**src/hw/rtl/stereo_fractional_allpass_unit_assert.svh**
```systemverilog
// Assertion macros shared by the allpass unit RTL.
`ifndef STEREO_FRACTIONAL_ALLPASS_UNIT_ASSERT_SVH
`define STEREO_FRACTIONAL_ALLPASS_UNIT_ASSERT_SVH

`ifndef SYNTHESIS
// Same-cycle implication.
`define SFAP_ASSERT_NOW(lbl, clk, rst_n, ante, cons) \
    lbl: assert property (@(posedge clk) disable iff (!rst_n) (ante) |-> (cons)) \
        else $error("sfap assertion failed");
// Next-cycle implication.
`define SFAP_ASSERT_NEXT(lbl, clk, rst_n, ante, cons) \
    lbl: assert property (@(posedge clk) disable iff (!rst_n) (ante) |=> (cons)) \
        else $error("sfap assertion failed");
`else
`define SFAP_ASSERT_NOW(lbl, clk, rst_n, ante, cons)
`define SFAP_ASSERT_NEXT(lbl, clk, rst_n, ante, cons)
`endif

`endif

```
**src/hw/rtl/sfap_pkg.sv**
```systemverilog
package sfap_pkg;

    localparam int LINE_DEPTH_DEF  = 4096;
    localparam int SAMPLE_BITS_DEF = 24;

    localparam int DLY_W      = 20;   // Q8 delay register width
    localparam int FRAC_W     = 8;    // fraction bits of the delay
    localparam int GAIN_W     = 16;   // Q1.15 gain
    localparam int GAIN_FRAC  = 15;
    localparam int CFG_IDX_W  = 2;
    localparam int CFG_DATA_W = 20;

    typedef logic [DLY_W-1:0]         t_delay;
    typedef logic signed [GAIN_W-1:0] t_gain;
    typedef logic [CFG_IDX_W-1:0]     t_cfg_idx;

    localparam t_delay DELAY_RST     = 20'd22579;
    localparam t_delay MAX_DELAY_RST = 20'd1048064;
    localparam t_delay DELAY_ONE     = 20'd256;
    localparam t_gain  GAIN_RST      = 16'sd0;
    localparam t_gain  GAIN_LIMIT    = 16'sd32735;

    localparam t_cfg_idx CFG_DELAY     = 2'd0;
    localparam t_cfg_idx CFG_MAX_DELAY = 2'd1;
    localparam t_cfg_idx CFG_FEEDBACK  = 2'd2;

    // Per-step strobes from the sequencer to each channel lane.
    typedef struct packed {
        logic ld_x;
        logic ld_dly;
        logic ld_st;
        logic we;
        logic a_ok;
        logic b_ok;
    } t_lane_ctl;

endpackage

```
**src/hw/rtl/sfap_addr.sv**
```systemverilog
module sfap_addr import sfap_pkg::*; #(
    parameter int LINE_DEPTH = LINE_DEPTH_DEF,
    localparam int AW        = $clog2(LINE_DEPTH)
) (
    input  logic              i_clk,
    input  logic              i_rst_n,
    input  logic              i_load,
    input  t_delay            i_delay,
    input  t_delay            i_max_delay,
    input  logic [AW-1:0]     i_wp,
    output logic              o_busy,
    output logic [AW-1:0]     o_addr_a,
    output logic [AW-1:0]     o_addr_b,
    output logic [FRAC_W-1:0] o_frac
);
    localparam int SPAN   = LINE_DEPTH * (2 ** FRAC_W);
    localparam int SPAN_W = $clog2(SPAN);
    localparam int RED_LV = (DLY_W >= SPAN_W) ? (DLY_W - SPAN_W + 1) : 1;
    localparam int LV_W   = (RED_LV > 1) ? $clog2(RED_LV) : 1;
    localparam int CW     = SPAN_W + RED_LV;
    localparam int PW     = SPAN_W + 1;

    logic            r_pend;
    logic            r_run;
    logic [LV_W-1:0] r_lvl;
    t_delay          r_rem;

    t_delay            dmin;
    t_delay            dclamp;
    logic [CW-1:0]     rem_w;
    logic [CW-1:0]     sub_w;
    logic [CW-1:0]     diff_w;
    logic [SPAN_W-1:0] dred;
    logic [PW-1:0]     pos_raw;
    logic [PW-1:0]     pos;

    // Clamp to the max register, floor at one sample.
    assign dmin   = (i_delay < i_max_delay) ? i_delay : i_max_delay;
    assign dclamp = (dmin < DELAY_ONE) ? DELAY_ONE : dmin;

    // Restoring reduction modulo the line span, one multiple per cycle.
    assign rem_w  = CW'(r_rem);
    assign sub_w  = CW'(SPAN) << r_lvl;
    assign diff_w = rem_w - sub_w;

    always_ff @(posedge i_clk) begin
        if (!i_rst_n) begin
            r_pend <= 1'b1;
            r_run  <= 1'b0;
            r_lvl  <= '0;
        end else if (i_load) begin
            r_pend <= 1'b1;
            r_run  <= 1'b0;
        end else if (r_pend) begin
            r_pend <= 1'b0;
            r_run  <= 1'b1;
            r_rem  <= dclamp;
            r_lvl  <= LV_W'(RED_LV - 1);
        end else if (r_run) begin
            if (rem_w >= sub_w) begin
                r_rem <= DLY_W'(diff_w);
            end
            if (r_lvl == '0) begin
                r_run <= 1'b0;
            end else begin
                r_lvl <= r_lvl - LV_W'(1);
            end
        end
    end

    assign o_busy = r_pend | r_run;
    assign dred   = SPAN_W'(r_rem);

    // Read position behind the write pointer, wrapped into the span.
    assign pos_raw = {1'b0, i_wp, {FRAC_W{1'b0}}} + PW'(SPAN) - PW'(dred);
    assign pos     = (pos_raw >= PW'(SPAN)) ? (pos_raw - PW'(SPAN)) : pos_raw;

    assign o_addr_a = pos[AW+FRAC_W-1:FRAC_W];
    assign o_frac   = pos[FRAC_W-1:0];
    assign o_addr_b = (o_addr_a == AW'(LINE_DEPTH - 1)) ? '0 : (o_addr_a + AW'(1));
endmodule

```
**config.mk**
```make
export PLATFORM = sky130hd
export DESIGN_NAME = sfap_addr
export DESIGN_NICKNAME = d
export VERILOG_FILES = /design/src/hw/rtl/stereo_fractional_allpass_unit_assert.svh /design/src/hw/rtl/sfap_pkg.sv /design/src/hw/rtl/sfap_addr.sv
export SDC_FILE = /design/constraint.sdc
export NUM_CORES = 1
export LEC_CHECK = 0
export BUFFER_PORTS_ARGS = -buffer_cell sky130_fd_sc_hd__buf_2
export CORE_UTILIZATION = 48
export CTS_CLUSTER_DIAMETER = 120
export DETAILED_ROUTE_END_ITERATION = 16
export PLACE_DENSITY = 0.77
export SLEW_MARGIN = 20
export SYNTH_ARGS = -nofsm -noshare
export SYNTH_HDL_FRONTEND = slang
export SYNTH_SLANG_ARGS = --single-unit
export TNS_END_PERCENT = 10
```
**constraint.sdc**
```tcl
create_clock -name i_clk -period 3.36 [get_ports i_clk]
set_input_delay 0.168 -clock i_clk [delete_from_list [all_inputs] [get_ports i_clk]]
set_output_delay 0.168 -clock i_clk [all_outputs]
set_load 0.01 [all_outputs]
```
==> run_results.csv <==
group,metric,value,unit
synth,syn_inst,314,
clock_tree,cts_setup_buffers,0,
pwr,ir_drop,139,uV
timing,grt_setup_unrepaired,"false",
final_layout,nets,488,
synth,synthArstFlopShare,0,%
global_route,grt_pass1_wl,9.79,mm
pwr,total_power,1.04,mW
critical_path,slowest_stage,"edfxtp_1",
die,die_area,5700,sq um
critical_path,cpPeakStageDelay,0.35,ns
drt,wl_per_cell,12.5,um
clock_tree,worstSkewPairLatency,0.26,ns
timing,slew_violations,0,
synth,synthFlopType,"edfxtp_1",
timing,fin_skew,0.00221,ns
timing,finalCritPeriodShare,95.1,%
timing,setup_viol,0,
global_route,grt_remaining_overflow,0,
clock_tree,cts_hold_buf,0,
pwr,switching_share,36.9,%
run_status,status,"finished, final reports clean",
hold_path,min_path_type,"in -> reg",
global_route,first_global_vias,2288,
final_layout,drive_gt1_share,30.8,%
timing,worstMarginPinSlew,0.556,ns
run,cap_viol_max_count,0,
drt,vias_per_cell,5.35,
die,core,5140,sq um
final_layout,final_common_cell,"buf_2",
synth,synth-seq-cells,22,
synth,mappedNetlistArea,2590,sq um
drt,drc_errors,0,
pwr,pwr-share-comb,50.3,%
critical_path,crit_fanout,6,
die,die_x,75.5,um
synth,syn_area_per_cell,8.26,sq um
critical_path,path_class,"reg -> out",
clock_tree,clkTransAtPathRegs,0.07,ns
pwr,p_int,653,uW
clock_tree,clockRootBuffer,"clkbuf_8",
place,place.gp.congestion,0.847,
clock_tree,tritoncts,"yes",
place,hpwl,5.05,mm
critical_path,cp-start-kind,"flip-flop",
critical_path,cp.arrival,3.03,ns
drt,antenna_left,0,
clock_tree,h-tree-depth,1,
synth,synth_edf_count,20,
final_layout,areaGrowthSynthToFinish,23.0,%
pwr,p_seq_share,31.9,%
timing,max_clock_freq,313,MHz
final_layout,final_cell_mix,"87 x buf_2, 42 x nor2_1, 41 x a21oi_1",
global_route,groute.usage.overall,22.3,%
drt,vias,2516,
pwr,p_leak,1.60,nW
place,io_buffers,87,
pwr,p_switching,383,uW
die,start_util,50.4,%
timing,hold_viol,0,
critical_path,cp-end-kind,"output port",
clock_tree,ctsResizeCount,1,
synth,ys_types,54,
timing,slew_headroom,62.8,%
timing,fin_tns_setup,0,ns
final_layout,n_antenna_cell,0,
pwr,clock_power_share,17.8,%
pwr,power_density,325,nW/um^2
critical_path,required,3.19,ns
final_layout,fill_cells,472,
die,io_pins,88,
drt,drt-initial-drc-count,156,
die,rows,26,
global_route,grt_max_degree,31,
critical_path,crit_chain,"inv_1, ha_1, a21o_1, a41oi_2, o21ai_2, xnor2_2, clkinv_1, and4_4, and3_4, and3_2, nor3_2, buf_2",
synth,synth_fp_nets,401,
synth,ys_seq_area_share,24.7,%
synth,ys_warn_count,0,
drt,drt_wl_total,5.86,mm
clock_tree,cts.sinks,22,
timing,period_needed,3.19,ns
global_route,antenna_found_initial,0,
drt,drtPass1Iterations,4,
clock_tree,cts_buffers,3,
clock_tree,clk_path_buf_depth,2,
die,die_h,75.5,um
-- cell type report --
cell class	instances	area, sq um	area share, %
multi-input combinational	242	1790	56.0
clock buffer	4	55.1	1.73
timing repair buffer	91	465	14.6
inverter	41	154	4.83
tap	70	87.6	2.75
sequential	22	641	20.1
-- routing by layer --
layer / vias to the layer above / part of all wire (%) / global-route usage [%]
met5: - / 0 / 0
met2: 113 / 46 / 38.6
li1: 1279 / - / -
met1: 1113 / 47 / 28.7
met3: 11 / 5.1 / 1.46
met4: 0 / 2.3 / 9.67
-- path summary, 6_finish.rpt --
kind / endpoint / from / slack [ns] / depth (start not counted)
setup / recovery: o_addr_b[5] / dred[9]$_DFFE_PP_ / 0.17 / 12
hold / removal: r_pend$_SDFF_PN1_ / i_rst_n / 0.14 / 2
setup reg to reg: dred[16]$_DFFE_PP_ / r_pend$_SDFF_PN1_ / 1.91 / 3
hold reg to reg: r_run$_SDFF_PP0_ / r_pend$_SDFF_PN1_ / 0.51 / 2
-- critical path, delay by kind of cell, from the launching register on --
| kind | cells | cell delay (ns) |
|---|---|---|
| buffers and inverters | 3 | 0.33 |
| adder cells (fa/ha/maj) | 1 | 0.35 |
| AO/OA/AOI/OAI | 3 | 0.66 |
| XOR/XNOR | 1 | 0.29 |
| flip-flops | 1 | 0.35 |
| AND/OR/NAND/NOR | 4 | 0.78 |
-- synthesized netlist by cell type, types with 2 or more instances --
cell,number,area share (%)
a21o_1,15,4.3
a21oi_1,41,7.9
a31oi_1,5,1.2
and2_1,2,0.48
and3_1,3,0.72
clkbuf_1,5,0.72
dfxtp_1,2,1.5
edfxtp_1,20,23
ha_1,32,15
inv_1,40,5.8
nand2_1,10,1.4
nand2b_1,2,0.48
nand3_1,7,1.4
nand4_1,7,1.7
nor2_1,42,6.1
nor2_2,3,0.72
nor3_1,3,0.58
nor4_1,6,1.4
o21ai_0,7,1.4
o22ai_1,5,1.2
or2_2,2,0.48
xnor2_1,14,4.7
xnor2_2,3,1.9
xor2_1,8,2.7
-- power groups by stage --
stage          Sequential [mW]  Clock (mW)  Combinational (mW)
2_1_floorplan            0.334           0               0.347
3_3_place_gp             0.336           0               0.502
6_report                 0.331       0.184               0.520
4_1_cts                  0.331       0.188               0.516
3_5_place_dp             0.337           0               0.514
5_1_grt                  0.332       0.199               0.587
-- stage by stage --
stage | utilization (%) | setup slack (ns) | cells | hold slack [ns] | instance area (sq um)
after CTS | 61.7 | 0.0964 | 470 | 0.142 | 3170
after floorplan | - | 0.532 | 314 | 0.307 | 2590
after global routing | 62.0 | 0.0247 | 470 | 0.161 | 3190
final | 62.0 | 0.166 | 470 | 0.137 | 3190
after global placement | 60.5 | 0.439 | 466 | 0.424 | 3110
after detailed placement | 60.5 | 0.282 | 466 | 0.423 | 3110
-- kinds of logic (layout without fill, tap and decap cells) --
group                    after synthesis  in the layout  share of synthesized area (%)
AND/OR/NAND/NOR                       96             96                           19.6
AO/OA/AOI/OAI                         85             85                           20.7
buffers and inverters                 50            136                           7.72
adder cells (fa/ha/maj)               32             32                           15.4
XOR/XNOR                              27             27                           11.0
flip-flops                            22             22                           24.7
multiplexers                           2              2                          0.820
-- sequential cells by signal, indices dropped and copies added (netlist names) --
signal and cells:
dred 20, r_pend 1, r_run 1
Power figures use the tool's default switching activity.
